==> src/hdl/mrp_pkg.sv <==
// ----------------------------------------------------------------------------
// mrp_pkg
// Shared types and constants of the MIDI receive parser: byte codes, message
// kinds, register indexes, controller states and the control/status bundles.
// ----------------------------------------------------------------------------
package mrp_pkg;

   // default depth of the sysex frame buffer
   localparam int FRAME_CAPACITY_DEF = 64;

   // configuration port widths
   localparam int CSR_INDEX_W = 3;
   localparam int CSR_DATA_W  = 7;

   // midi byte codes
   localparam logic [7:0] BYTE_SYSEX_START = 8'hF0;
   localparam logic [7:0] BYTE_SYSEX_END   = 8'hF7;
   localparam logic [7:0] BYTE_REALTIME    = 8'hF8;
   localparam logic [7:0] BYTE_NO_STATUS   = 8'h00;

   // channel message kinds (upper nibble of the status byte)
   localparam logic [3:0] KIND_CONTROL  = 4'hB;
   localparam logic [3:0] KIND_PROGRAM  = 4'hC;
   localparam logic [3:0] KIND_PRESSURE = 4'hD;

   // shortest frame that passes validation
   localparam int MIN_FRAME_LEN = 8;

   // result kinds
   localparam logic RESULT_PRESET = 1'b0;
   localparam logic RESULT_FRAME  = 1'b1;

   // configuration register indexes
   typedef enum logic [CSR_INDEX_W-1:0] {
      CSR_LISTEN_CHANNEL = 3'd0,
      CSR_BANK_SELECT    = 3'd1,
      CSR_MAKER_FIRST    = 3'd2,
      CSR_MAKER_SECOND   = 3'd3,
      CSR_MAKER_THIRD    = 3'd4,
      CSR_TAP_TEMPO      = 3'd5,
      CSR_TUNER          = 3'd6
   } csr_index_type;

   // controller states
   typedef enum logic {
      ST_IDLE,
      ST_WALK
   } ctrl_state_type;

   // commands from controller to datapath
   typedef struct packed {
      logic accept;   // input transaction taken this cycle
      logic issue;    // read the next frame byte from the buffer
      logic load;     // move the fetched frame byte into the output register
   } ctrl_cmd_type;

   // status from datapath to controller
   typedef struct packed {
      logic out_full;   // output register holds a result
      logic frame_hit;  // accepted byte closes a valid frame
      logic rd_more;    // frame bytes left to read
      logic pend;       // a fetched frame byte waits in the read register
   } dp_status_type;

endpackage

==> src/hdl/mrp_ram.sv <==
// ----------------------------------------------------------------------------
// mrp_ram
// Generic single write port, single read port RAM with registered read data.
// ----------------------------------------------------------------------------
module mrp_ram #(
   parameter int WIDTH = 8,
   parameter int DEPTH = 64
) (
   input  logic                     clock,
   input  logic                     wr_en,
   input  logic [$clog2(DEPTH)-1:0] wr_addr,
   input  logic [WIDTH-1:0]         wr_data,
   input  logic                     rd_en,
   input  logic [$clog2(DEPTH)-1:0] rd_addr,
   output logic [WIDTH-1:0]         rd_data
);

   logic [WIDTH-1:0] mem_ff [DEPTH];
   logic [WIDTH-1:0] rd_data_ff;

   // write port
   always_ff @(posedge clock) begin
      if (wr_en) begin
         mem_ff[wr_addr] <= wr_data;
      end
   end

   // registered read, held while not enabled
   always_ff @(posedge clock) begin
      if (rd_en) begin
         rd_data_ff <= mem_ff[rd_addr];
      end
   end

   assign rd_data = rd_data_ff;

endmodule

==> src/hdl/mrp_ctrl.sv <==
// ----------------------------------------------------------------------------
// mrp_ctrl
// Controller of the MIDI receive parser: takes input bytes while idle and
// sequences the read-out of a validated sysex frame.
// ----------------------------------------------------------------------------
module mrp_ctrl
   import mrp_pkg::*;
(
   input  logic          clock,
   input  logic          reset,
   input  logic          req_valid,
   output logic          req_ready,
   input  logic          rsp_ready,
   input  dp_status_type status,
   output ctrl_cmd_type  cmd
);

   ctrl_state_type state_ff;
   ctrl_state_type state_in;
   logic           out_free;

   // output register can take a new result this cycle
   assign out_free = !status.out_full || rsp_ready;

   // state register
   always_ff @(posedge clock) begin
      if (reset) begin
         state_ff <= ST_IDLE;
      end else begin
         state_ff <= state_in;
      end
   end

   // next state
   always_comb begin
      state_in = state_ff;
      case (state_ff)
         ST_IDLE: begin
            if (req_valid && out_free && status.frame_hit) begin
               state_in = ST_WALK;
            end
         end
         ST_WALK: begin
            if (!status.rd_more && !status.pend) begin
               state_in = ST_IDLE;
            end
         end
         default: state_in = ST_IDLE;
      endcase
   end

   // outputs
   always_comb begin
      req_ready  = 1'b0;
      cmd.accept = 1'b0;
      cmd.issue  = 1'b0;
      cmd.load   = 1'b0;
      case (state_ff)
         ST_IDLE: begin
            req_ready  = out_free;
            cmd.accept = req_valid && out_free;
         end
         ST_WALK: begin
            cmd.load  = status.pend && out_free;
            cmd.issue = status.rd_more && (!status.pend || cmd.load);
         end
         default: begin
            req_ready = 1'b0;
         end
      endcase
   end

endmodule

==> src/hdl/mrp_dp.sv <==
// ----------------------------------------------------------------------------
// mrp_dp
// Datapath of the MIDI receive parser: configuration registers, running
// status decode, sysex capture with on-the-fly checks, frame buffer and the
// output register.
// ----------------------------------------------------------------------------
module mrp_dp
   import mrp_pkg::*;
#(
   parameter int FRAME_CAPACITY = FRAME_CAPACITY_DEF
) (
   input  logic                   clock,
   input  logic                   reset,
   input  ctrl_cmd_type           cmd,
   output dp_status_type          status,
   input  logic [7:0]             req_rx_byte,
   output logic                   rsp_valid,
   input  logic                   rsp_ready,
   output logic                   rsp_result_kind,
   output logic [13:0]            rsp_preset_number,
   output logic [7:0]             rsp_frame_byte,
   output logic                   rsp_last_of_run,
   input  logic                   csr_valid,
   input  logic [CSR_INDEX_W-1:0] csr_index,
   input  logic [CSR_DATA_W-1:0]  csr_data
);

   localparam int LW = $clog2(FRAME_CAPACITY + 1);
   localparam int AW = $clog2(FRAME_CAPACITY);

   // configuration registers
   logic [4:0] listen_ff;
   logic [6:0] bank_ctl_ff;
   logic [6:0] maker1_ff;
   logic [6:0] maker2_ff;
   logic [6:0] maker3_ff;
   logic [6:0] tap_ff;
   logic [6:0] tuner_ff;

   // parser state
   logic          in_sysex_ff, in_sysex_in;
   logic [LW-1:0] len_ff, len_in;
   logic [7:0]    rs_ff, rs_in;
   logic          dc_ff, dc_in;
   logic [6:0]    fd_ff, fd_in;
   logic [6:0]    bank_ff, bank_in;

   // frame trackers, written during capture
   logic [7:0] b1_ff, b1_in;
   logic [7:0] b2_ff, b2_in;
   logic [7:0] b3_ff, b3_in;
   logic [7:0] b5_ff, b5_in;
   logic [7:0] xor_ff, xor_in;
   logic [7:0] prev_ff, prev_in;

   // frame walk
   logic [LW-1:0] n_ff, n_in;
   logic [LW-1:0] idx_ff, idx_in;
   logic          pend_ff, pend_in;
   logic          pend_last_ff, pend_last_in;

   // output register
   logic        out_valid_ff, out_valid_in;
   logic        out_kind_ff, out_kind_in;
   logic [13:0] out_preset_ff, out_preset_in;
   logic [7:0]  out_byte_ff, out_byte_in;
   logic        out_last_ff, out_last_in;

   // byte decode
   logic          is_rt, is_start, is_end, is_status;
   logic          eff_sysex, overflow, wr_en;
   logic [LW-1:0] eff_len, frame_n;
   logic [7:0]    xor_body;
   logic          chk_skip, frame_ok, frame_hit;
   logic [3:0]    kind;
   logic          one_byte, chan_ok, data_path, complete;
   logic [6:0]    fd_eff;
   logic          preset_hit, bank_hit;
   logic [7:0]    rd_data;

   assign is_rt     = req_rx_byte >= BYTE_REALTIME;
   assign is_start  = req_rx_byte == BYTE_SYSEX_START;
   assign is_end    = req_rx_byte == BYTE_SYSEX_END;
   assign is_status = req_rx_byte[7];

   // sysex capture position
   assign eff_sysex = in_sysex_ff || is_start;
   assign eff_len   = is_start ? '0 : len_ff;
   assign overflow  = eff_len >= LW'(FRAME_CAPACITY);
   assign frame_n   = eff_len + LW'(1);
   assign wr_en     = cmd.accept && !is_rt && eff_sysex && !overflow;

   // frame checks at the end byte; xor_ff covers bytes up to the one before it
   assign xor_body = xor_ff ^ prev_ff;
   assign chk_skip = (b5_ff == {1'b0, tap_ff}) || (b5_ff == {1'b0, tuner_ff});
   assign frame_ok = (frame_n >= LW'(MIN_FRAME_LEN))
                   && (b1_ff == {1'b0, maker1_ff})
                   && (b2_ff == {1'b0, maker2_ff})
                   && (b3_ff == {1'b0, maker3_ff})
                   && (chk_skip || (prev_ff == {1'b0, xor_body[6:0]}));
   assign frame_hit = wr_en && is_end && frame_ok;

   // channel message decode
   assign kind      = rs_ff[7:4];
   assign one_byte  = (kind == KIND_PROGRAM) || (kind == KIND_PRESSURE);
   assign fd_eff    = dc_ff ? fd_ff : req_rx_byte[6:0];
   assign complete  = one_byte || dc_ff;
   assign chan_ok   = (listen_ff == 5'd0) || (listen_ff == ({1'b0, rs_ff[3:0]} + 5'd1));
   assign data_path = cmd.accept && !is_rt && !eff_sysex && !is_status
                    && (rs_ff != BYTE_NO_STATUS);
   assign preset_hit = data_path && complete && chan_ok && (kind == KIND_PROGRAM);
   assign bank_hit   = data_path && complete && chan_ok && (kind == KIND_CONTROL)
                     && (fd_eff == bank_ctl_ff);

   // configuration writes
   always_ff @(posedge clock) begin
      if (reset) begin
         listen_ff   <= 5'd0;
         bank_ctl_ff <= 7'd0;
         maker1_ff   <= 7'd0;
         maker2_ff   <= 7'd1;
         maker3_ff   <= 7'd116;
         tap_ff      <= 7'd16;
         tuner_ff    <= 7'd13;
      end else if (csr_valid) begin
         case (csr_index_type'(csr_index))
            CSR_LISTEN_CHANNEL: listen_ff   <= csr_data[4:0];
            CSR_BANK_SELECT:    bank_ctl_ff <= csr_data;
            CSR_MAKER_FIRST:    maker1_ff   <= csr_data;
            CSR_MAKER_SECOND:   maker2_ff   <= csr_data;
            CSR_MAKER_THIRD:    maker3_ff   <= csr_data;
            CSR_TAP_TEMPO:      tap_ff      <= csr_data;
            CSR_TUNER:          tuner_ff    <= csr_data;
            default: begin
            end
         endcase
      end
   end

   // parser next state
   always_comb begin
      in_sysex_in = in_sysex_ff;
      len_in      = len_ff;
      rs_in       = rs_ff;
      dc_in       = dc_ff;
      fd_in       = fd_ff;
      bank_in     = bank_ff;
      b1_in       = b1_ff;
      b2_in       = b2_ff;
      b3_in       = b3_ff;
      b5_in       = b5_ff;
      xor_in      = xor_ff;
      prev_in     = prev_ff;
      if (cmd.accept && !is_rt) begin
         if (eff_sysex) begin
            if (is_start) begin
               rs_in = BYTE_NO_STATUS;
               dc_in = 1'b0;
            end
            if (overflow) begin
               in_sysex_in = 1'b0;
               len_in      = '0;
            end else begin
               in_sysex_in = 1'b1;
               len_in      = frame_n;
               xor_in      = (is_start ? 8'd0 : xor_ff) ^ req_rx_byte;
               prev_in     = req_rx_byte;
               if (eff_len == LW'(1)) b1_in = req_rx_byte;
               if (eff_len == LW'(2)) b2_in = req_rx_byte;
               if (eff_len == LW'(3)) b3_in = req_rx_byte;
               if (eff_len == LW'(5)) b5_in = req_rx_byte;
               // end of frame or stray status closes capture
               if (is_end || (is_status && !is_start)) begin
                  in_sysex_in = 1'b0;
                  len_in      = '0;
               end
            end
         end else if (is_status) begin
            rs_in = (req_rx_byte < BYTE_SYSEX_START) ? req_rx_byte : BYTE_NO_STATUS;
            dc_in = 1'b0;
         end else if (rs_ff != BYTE_NO_STATUS) begin
            if (!complete) begin
               fd_in = req_rx_byte[6:0];
               dc_in = 1'b1;
            end else begin
               dc_in = 1'b0;
               if (bank_hit) begin
                  bank_in = req_rx_byte[6:0];
               end
            end
         end
      end
   end

   // frame walk next state
   always_comb begin
      n_in         = n_ff;
      idx_in       = idx_ff;
      pend_in      = pend_ff;
      pend_last_in = pend_last_ff;
      if (frame_hit) begin
         n_in   = frame_n;
         idx_in = '0;
      end
      if (cmd.issue) begin
         idx_in       = idx_ff + LW'(1);
         pend_in      = 1'b1;
         pend_last_in = (idx_ff + LW'(1)) == n_ff;
      end else if (cmd.load) begin
         pend_in = 1'b0;
      end
   end

   // output register next state
   always_comb begin
      out_valid_in  = out_valid_ff;
      out_kind_in   = out_kind_ff;
      out_preset_in = out_preset_ff;
      out_byte_in   = out_byte_ff;
      out_last_in   = out_last_ff;
      if (preset_hit) begin
         out_valid_in  = 1'b1;
         out_kind_in   = RESULT_PRESET;
         out_preset_in = {bank_ff, fd_eff};
         out_byte_in   = 8'd0;
         out_last_in   = 1'b1;
      end else if (cmd.load) begin
         out_valid_in  = 1'b1;
         out_kind_in   = RESULT_FRAME;
         out_preset_in = 14'd0;
         out_byte_in   = rd_data;
         out_last_in   = pend_last_ff;
      end else if (rsp_ready) begin
         out_valid_in = 1'b0;
      end
   end

   // control registers
   always_ff @(posedge clock) begin
      if (reset) begin
         in_sysex_ff  <= 1'b0;
         len_ff       <= '0;
         rs_ff        <= BYTE_NO_STATUS;
         dc_ff        <= 1'b0;
         fd_ff        <= 7'd0;
         bank_ff      <= 7'd0;
         n_ff         <= '0;
         idx_ff       <= '0;
         pend_ff      <= 1'b0;
         out_valid_ff <= 1'b0;
      end else begin
         in_sysex_ff  <= in_sysex_in;
         len_ff       <= len_in;
         rs_ff        <= rs_in;
         dc_ff        <= dc_in;
         fd_ff        <= fd_in;
         bank_ff      <= bank_in;
         n_ff         <= n_in;
         idx_ff       <= idx_in;
         pend_ff      <= pend_in;
         out_valid_ff <= out_valid_in;
      end
   end

   // payload registers
   always_ff @(posedge clock) begin
      b1_ff         <= b1_in;
      b2_ff         <= b2_in;
      b3_ff         <= b3_in;
      b5_ff         <= b5_in;
      xor_ff        <= xor_in;
      prev_ff       <= prev_in;
      pend_last_ff  <= pend_last_in;
      out_kind_ff   <= out_kind_in;
      out_preset_ff <= out_preset_in;
      out_byte_ff   <= out_byte_in;
      out_last_ff   <= out_last_in;
   end

   // frame buffer
   mrp_ram #(
      .WIDTH (8),
      .DEPTH (FRAME_CAPACITY)
   ) u_frame_ram (
      .clock   (clock),
      .wr_en   (wr_en),
      .wr_addr (eff_len[AW-1:0]),
      .wr_data (req_rx_byte),
      .rd_en   (cmd.issue),
      .rd_addr (idx_ff[AW-1:0]),
      .rd_data (rd_data)
   );

   // status to controller
   assign status.out_full  = out_valid_ff;
   assign status.frame_hit = frame_hit;
   assign status.rd_more   = idx_ff < n_ff;
   assign status.pend      = pend_ff;

   assign rsp_valid         = out_valid_ff;
   assign rsp_result_kind   = out_kind_ff;
   assign rsp_preset_number = out_preset_ff;
   assign rsp_frame_byte    = out_byte_ff;
   assign rsp_last_of_run   = out_last_ff;

endmodule

==> src/hdl/midi_receive_parser.sv <==
// ----------------------------------------------------------------------------
// midi_receive_parser
// MIDI receive parser: decodes program and bank-select messages into preset
// numbers and captures, validates and replays sysex frames.
//
//   channel  direction  payload
//   req_     in         rx_byte
//   rsp_     out        result_kind, preset_number, frame_byte, last_of_run
//   csr_     in         index, data (register write, always ready)
//
// A preset result sits in the output register the cycle after the byte that
// completes it is taken. A byte that closes a valid frame starts a read-out
// of the frame buffer at one byte a cycle while the output is not stalled.
// No input is taken during the read-out. A stalled output holds its result
// and the next byte is taken as soon as that result leaves.
// Reset clears all control state; the frame buffer needs no clearing.
// ----------------------------------------------------------------------------
module midi_receive_parser
   import mrp_pkg::*;
#(
   parameter int FRAME_CAPACITY = FRAME_CAPACITY_DEF
) (
   input  logic                   clock,
   input  logic                   reset,
   input  logic                   req_valid,
   output logic                   req_ready,
   input  logic [7:0]             req_rx_byte,
   output logic                   rsp_valid,
   input  logic                   rsp_ready,
   output logic                   rsp_result_kind,
   output logic [13:0]            rsp_preset_number,
   output logic [7:0]             rsp_frame_byte,
   output logic                   rsp_last_of_run,
   input  logic                   csr_valid,
   output logic                   csr_ready,
   input  logic [CSR_INDEX_W-1:0] csr_index,
   input  logic [CSR_DATA_W-1:0]  csr_data
);

   ctrl_cmd_type  cmd;
   dp_status_type status;

   // register writes never stall
   assign csr_ready = 1'b1;

   // controller
   mrp_ctrl u_ctrl (
      .clock     (clock),
      .reset     (reset),
      .req_valid (req_valid),
      .req_ready (req_ready),
      .rsp_ready (rsp_ready),
      .status    (status),
      .cmd       (cmd)
   );

   // datapath
   mrp_dp #(
      .FRAME_CAPACITY (FRAME_CAPACITY)
   ) u_dp (
      .clock             (clock),
      .reset             (reset),
      .cmd               (cmd),
      .status            (status),
      .req_rx_byte       (req_rx_byte),
      .rsp_valid         (rsp_valid),
      .rsp_ready         (rsp_ready),
      .rsp_result_kind   (rsp_result_kind),
      .rsp_preset_number (rsp_preset_number),
      .rsp_frame_byte    (rsp_frame_byte),
      .rsp_last_of_run   (rsp_last_of_run),
      .csr_valid         (csr_valid),
      .csr_index         (csr_index),
      .csr_data          (csr_data)
   );

endmodule

==> config.mk <==
export PLATFORM = sky130hd
export DESIGN_NAME = midi_receive_parser
export DESIGN_NICKNAME = d
export VERILOG_FILES = /design/src/hdl/mrp_pkg.sv /design/src/hdl/mrp_ram.sv /design/src/hdl/mrp_ctrl.sv /design/src/hdl/mrp_dp.sv /design/src/hdl/midi_receive_parser.sv
export SDC_FILE = /design/constraint.sdc
export NUM_CORES = 1
export LEC_CHECK = 0
export ABC_CLOCK_PERIOD_IN_PS = 8880
export BUFFER_PORTS_ARGS = -buffer_cell sky130_fd_sc_hd__clkbuf_2
export CORE_MARGIN = 2
export CORE_UTILIZATION = 40
export DETAILED_ROUTE_END_ITERATION = 8
export SETUP_SLACK_MARGIN = 0.15
export SYNTH_ARGS = -nofsm -noshare
export SYNTH_HDL_FRONTEND = slang
export SYNTH_SLANG_ARGS = --single-unit
==> constraint.sdc <==
create_clock -name clock -period 8.88 [get_ports clock]
set_input_delay 0.444 -clock clock [delete_from_list [all_inputs] [get_ports clock]]
set_output_delay 0.444 -clock clock [all_outputs]
set_load 0.01 [all_outputs]
# Word-level counts from Yosys, hierarchy flattened
# Memory sizes are Yosys's and may differ from the RTL's. A register that Yosys moved wholly into a read port is not among the register bits.
# Index checks and enable logic that the tools add are counted.
# word_totals
ff_bits	168
mem_bits_rw	512
wordCells	169
memories	1
# op_classes
add_sub_neg	3
magnitude_cmp	5
n_eq_ne	25
n_mux	33
bitwise_logic	7
reduce_logical	66
# mem_list
name	depth	width	rd	rd_clocked_by_memory_dff	wr	line_no	text
u_dp.u_frame_ram.mem_ff	64	8	1	1	1	mrp_ram.sv:18	logic [WIDTH-1:0] mem_ff [DEPTH];
# op_table
op	n
$eq A8 B7 Y1	6
$mux W7	6
$mux W8	5
$mux W14	2
$logic_and A1 B1 Y1	23
$mux W1	18
$eq A8 B8 Y1 const B	2
$reduce_and A2 Y1	8
$reduce_and A4 Y1	4
$add A7 B1 Y7 const B	2
$eq A7 B2 Y1 const B	2
$eq A7 B7 Y1	2
$eq A4 B4 Y1 const B	3
$eq A3 B3 Y1 const B	3
$logic_or A1 B1 Y1	9
$reduce_and A3 Y1	3
$ge A8 B8 Y1 const B	1
$logic_not A1 Y1	8
$lt A8 B8 Y1 const B	1
$reduce_bool A2 Y1	4
$reduce_bool A8 Y1	1
$xor A8 B8 Y8	1
$eq A7 B1 Y1 const B	1
$eq A7 B3 Y1 const B	1
other kinds (17)	23

# Depth between registers and ports, before layout
# logic_depth
depth_word	13
depth_mapped	15

# Modules after synthesis
# From an unflattened synthesis, not the netlist that was laid out.
# unflattened
cells_unflattened	1626
area_unflattened_um2	27540.2
# modules_own_cells
module	n_inst	cells_per_inst	area_per_inst_um2	seq_area_each_um2
mrp_ram	1	940	20246.9	15615.0
mrp_dp	1	673	7200.7	3733.6
mrp_ctrl	1	11	81.3	20.0
midi_receive_parser	1	2	11.3	0.0

# Worst setup path after synthesis
# Ideal clock, no wire load.
# synth_timing
kind	input -> register
start	in req_rx_byte[2]
end	reg u_dp.idx_ff[3]
setup_time_ns	0.101
arrival_time_ns	3.544
required_time_ns	8.779
path_slack_ns	5.235
cell_stages	15
path_buffers	5
path_cell_list	clkbuf_1 > or3_1 > or3_1 > clkbuf_1 > clkbuf_1 > and2_1 > ha_1 > clkbuf_1 > a211o_1 > a21oi_1 > o211ai_1 > o21ai_0 > and2b_1 > buf_2 > o41ai_1
# synth_between
elab_chain_cells	10
word_cells_on_any_way	20
cone_classes	add/sub (1); order compare (3); eq/ne (2); mux (1); reduce/logical (13)
# synth_lines
item	line_no	text
start: declaration	midi_receive_parser.sv:27	input logic [7:0] req_rx_byte,
$eq A8 B8 Y1	mrp_dp.sv:82	assign is_start = req_rx_byte == BYTE_SYSEX_START;
$mux W7	mrp_dp.sv:88	assign eff_len = is_start ? '0 : len_ff;
$add A7 B1 Y7	mrp_dp.sv:90	assign frame_n = eff_len + LW'(1);
$ge A7 B4 Y1	mrp_dp.sv:96	assign frame_ok = (frame_n >= LW'(MIN_FRAME_LEN))
$logic_and A1 B1 Y1	mrp_dp.sv:97	&& (b1_ff == {1'b0, maker1_ff})
$logic_and A1 B1 Y1	mrp_dp.sv:98	&& (b2_ff == {1'b0, maker2_ff})
$logic_and A1 B1 Y1	mrp_dp.sv:99	&& (b3_ff == {1'b0, maker3_ff})
$logic_and A1 B1 Y1	mrp_dp.sv:100	&& (chk_skip || (prev_ff == {1'b0, xor_body[6:0]}));
$logic_and A1 B1 Y1 (*)	mrp_dp.sv:101	assign frame_hit = wr_en && is_end && frame_ok;
$reduce_bool A2 Y1 (no line) (*)	--	
end signal: assignment	mrp_dp.sv:259	idx_ff <= idx_in;
end: declaration	mrp_dp.sv:58	logic [LW-1:0] idx_ff, idx_in;
# Mark *: on every way between the ends. The rest lies on a longest branch, timed or not.
# A chain may end at the register's enable or synchronous reset.

# Worst setup path in the final report
# layout_timing
start	reg u_dp.idx_ff[1]
end	reg u_dp.u_frame_ram.rd_data_ff[4], in the netlist u_dp.u_frame_ram.rd_data[4] (read register of u_dp.u_frame_ram.mem_ff) (data pin)
# layout_between
elab_chain_cells	3
# layout_lines
item	line_no	text
$lt A7 B7 Y1	mrp_dp.sv:297	assign status.rd_more = idx_ff < n_ff;
$logic_and A1 B1 Y1	mrp_ctrl.sv:65	cmd.issue = status.rd_more && (!status.pend || cmd.load);
$mux W2	mrp_ctrl.sv:58	case (state_ff)
end: declaration	mrp_ram.sv:19	logic [WIDTH-1:0] rd_data_ff;
# Parallel ways exist; a longest one is shown, timed or not.

==> metrics.cfg <==
[logic_synthesis]
synthTopCellsByCount=edfxtp_1 (575), mux4_2 (160), nor2_1 (148)
postSynthNetCount=1620
synth_cell_types=63
ys_ff_latch=680
avgSynthCellArea_sq_um=17.2
synthArstFlopShare=0
ys.flop_type=edfxtp_1
yosys_warnings=0
synth.largest_area_cell=edfxtp_1
synth_area_sq_mm=0.0273
synthesis.instances=1584
yosysTopAreaCellShare=0.633
synth.most_common_cell=edfxtp_1
synth_enable_flop_cells=575
synth-seq-area-share=0.710
synthTopCellsByArea=edfxtp_1 (63%), mux4_2 (13%), dfxtp_1 (7.7%)

[routing]
num_vias=14500
drt-vias-per-instance=5.62
dr_wl_met3_mm=4.18
first_pass_iters=5
routed_wl_mm=64.7
maxUsedRoutingLayer=met4
post_drt_wl_per_cell_microns=25.1
drtIter0Drc=1567
met2WireLength_mm=30.2
wl_met1_mm=28.8
drc=0
postRouteAntennaNets=0

[sta]
setup_tns_ns=0
tightest_slew_ns=1.08
rsz0062_at_grt=false
min_period_ns=3.94
fin_worst_skew_ns=0.0206
max_freq_ghz=0.254
finalHoldViolations=0
setup_viol_count_final=0
final_max_slew_viol_count=0
worst_slack_ns=4.94
fin_crit_sh=0.444
relSlewSlack=0.273

[placement]
dp_hpwl_mm=40.2
place_ws_ns=4.53
numPortBuffers=48
gp_congestion=0.817

[grt]
grt_max_degree=108
grt_pass1_wl_mm=96.3
antenna_found_initial=0
grt_use_total=0.185
overflow=0
grt_pass1_vias=14400

[clocking]
ctsHtreeMaxLevel=3
clk_latency_ns=0.61
hold_buffers=0
cts_sinks=680
cts.clk_slew.worst_paths_ns=0.06
clockBufferDepth=3
cts_made_buffers=71
cts.repair.resized=0
root_buffer=clkbuf_16
postCtsSetupRepairBufs=0
cts_tree=built

[finish]
ff_latch_area_sq_mm=0.0194
layout-drive-gt1-share=0.204
nets=1692
area_growth_pct=12.7
nFillCells=5751
diodes=0
multi_input_area_sq_mm=0.00749

[floorplanning]
dieHeight_microns=265
die_width_microns=265
io_pins=50
row_count=95
core_sq_mm=0.0673
dieArea_sq_mm=0.0703
initial_core_util=0.405

[worst_setup_path]
cp.required_ns=9.19
path_delay_family=buffers and inverters
critical_path_class=reg -> reg
worstPathArrival_ns=4.25
worstSetupStartpointType=register
slowest_delay_ns=0.82
cp_num_buf_inv=2
crit_path_max_fanout=56
critical_path.endpoint_type=register
crit_path_cell_trace=buf_4, buf_4, mux4_2, mux4_2, a22oi_1, nand2_1
cpMaxStageDelayCell=buf_4

[pwr]
p_leak_uw=0.00962
vdd_drop_max_mv=0.154
p_per_area_mw_per_mm2=211

[status]
outcome=finished clean

[job]
cap_violations=0

[worst_hold_path]
min_path_type=in -> reg

## per-layer routing
metal  vias up  track usage
li1       6350            -
met1      7548        0.268
met2       490        0.286
met3        98       0.0393
met4         0       0.0490
met5         -            0
## path summary, 6_finish.rpt
check,start,slack (ns),to,depth (start not counted)
min reg2reg,u_dp.rsp_frame_byte[3],0.46,u_dp.rsp_frame_byte[3],2
min,csr_data[4],0.23,u_dp.tuner_ff[4],3
max reg2reg,u_dp.idx_ff[1],4.94,u_dp.u_frame_ram.rd_data[4],6
max,u_dp.idx_ff[1],4.94,u_dp.u_frame_ram.rd_data[4],6
## state kept, by name (all words and copies together), names as in the netlist, 8 cells and up
register / count
u_dp.rs_ff: 8
u_dp.rsp_frame_byte: 8
u_dp.u_frame_ram.rd_data: 8
u_dp.b1_ff: 8
u_dp.b2_ff: 8
u_dp.u_frame_ram.mem_ff: 512
u_dp.b3_ff: 8
u_dp.b5_ff: 8
u_dp.rsp_preset_number: 14
## stage by stage
step / cells / hold WS (ns) / total power, uW / area (sq um) / util
after global placement: 2456 / 0.451 / 3670 / 28500 / 0.424
after CTS: 2577 / 0.196 / 6520 / 30700 / 0.457
after detailed placement: 2456 / 0.449 / 3670 / 28500 / 0.424
after global routing: 2577 / 0.195 / 6660 / 30700 / 0.457
final: 2577 / 0.228 / 6470 / 30700 / 0.457
after floorplan: 1584 / 0.433 / 3590 / 27300 / -
## worst min-delay path, stage by stage
cell and delay (ns):
clkbuf_2 0.18, nand2_1 0.09, a21oi_1 0.06
## report_power, final
group	internal, uW	switching, uW	leakage (uW)	total (uW)
combinational	31.6	98.3	0.00253	130
sequential	3460	8.72	0.00599	3470
clock	1670	1200	0.00110	2870
total	5160	1310	0.00962	6470
## final cells by class
cell class                 instances  area share
tap                              873      0.0355
clock inverter                    33     0.00928
timing repair buffer              72      0.0141
clock buffer                      88      0.0632
sequential                       680       0.631
inverter                          31     0.00379
multi-input combinational        800       0.244
## layout by cell type (no fill, tap or decap), types with 32 or more instances in the layout
cell       netlist  layout
nand3_1         33      33
clkbuf_16        0      73
mux4_2         160     160
dfxtp_1        105     102
nor2_1         148     148
nand2_1        101     101
mux2i_1         56      56
clkbuf_2         0      41
xor2_1          32      32
a21oi_1         40      40
edfxtp_1       575     575
## logic make-up after synthesis
family | share of synthesized area
AO/OA/AOI/OAI | 0.0274
XOR/XNOR | 0.0193
AND/OR/NAND/NOR | 0.0682
other | 0.000138
multiplexers | 0.154
adder cells (fa/ha/maj) | 0.00597
flip-flops | 0.710
buffers and inverters | 0.0150
Power figures use the tool's default switching activity.
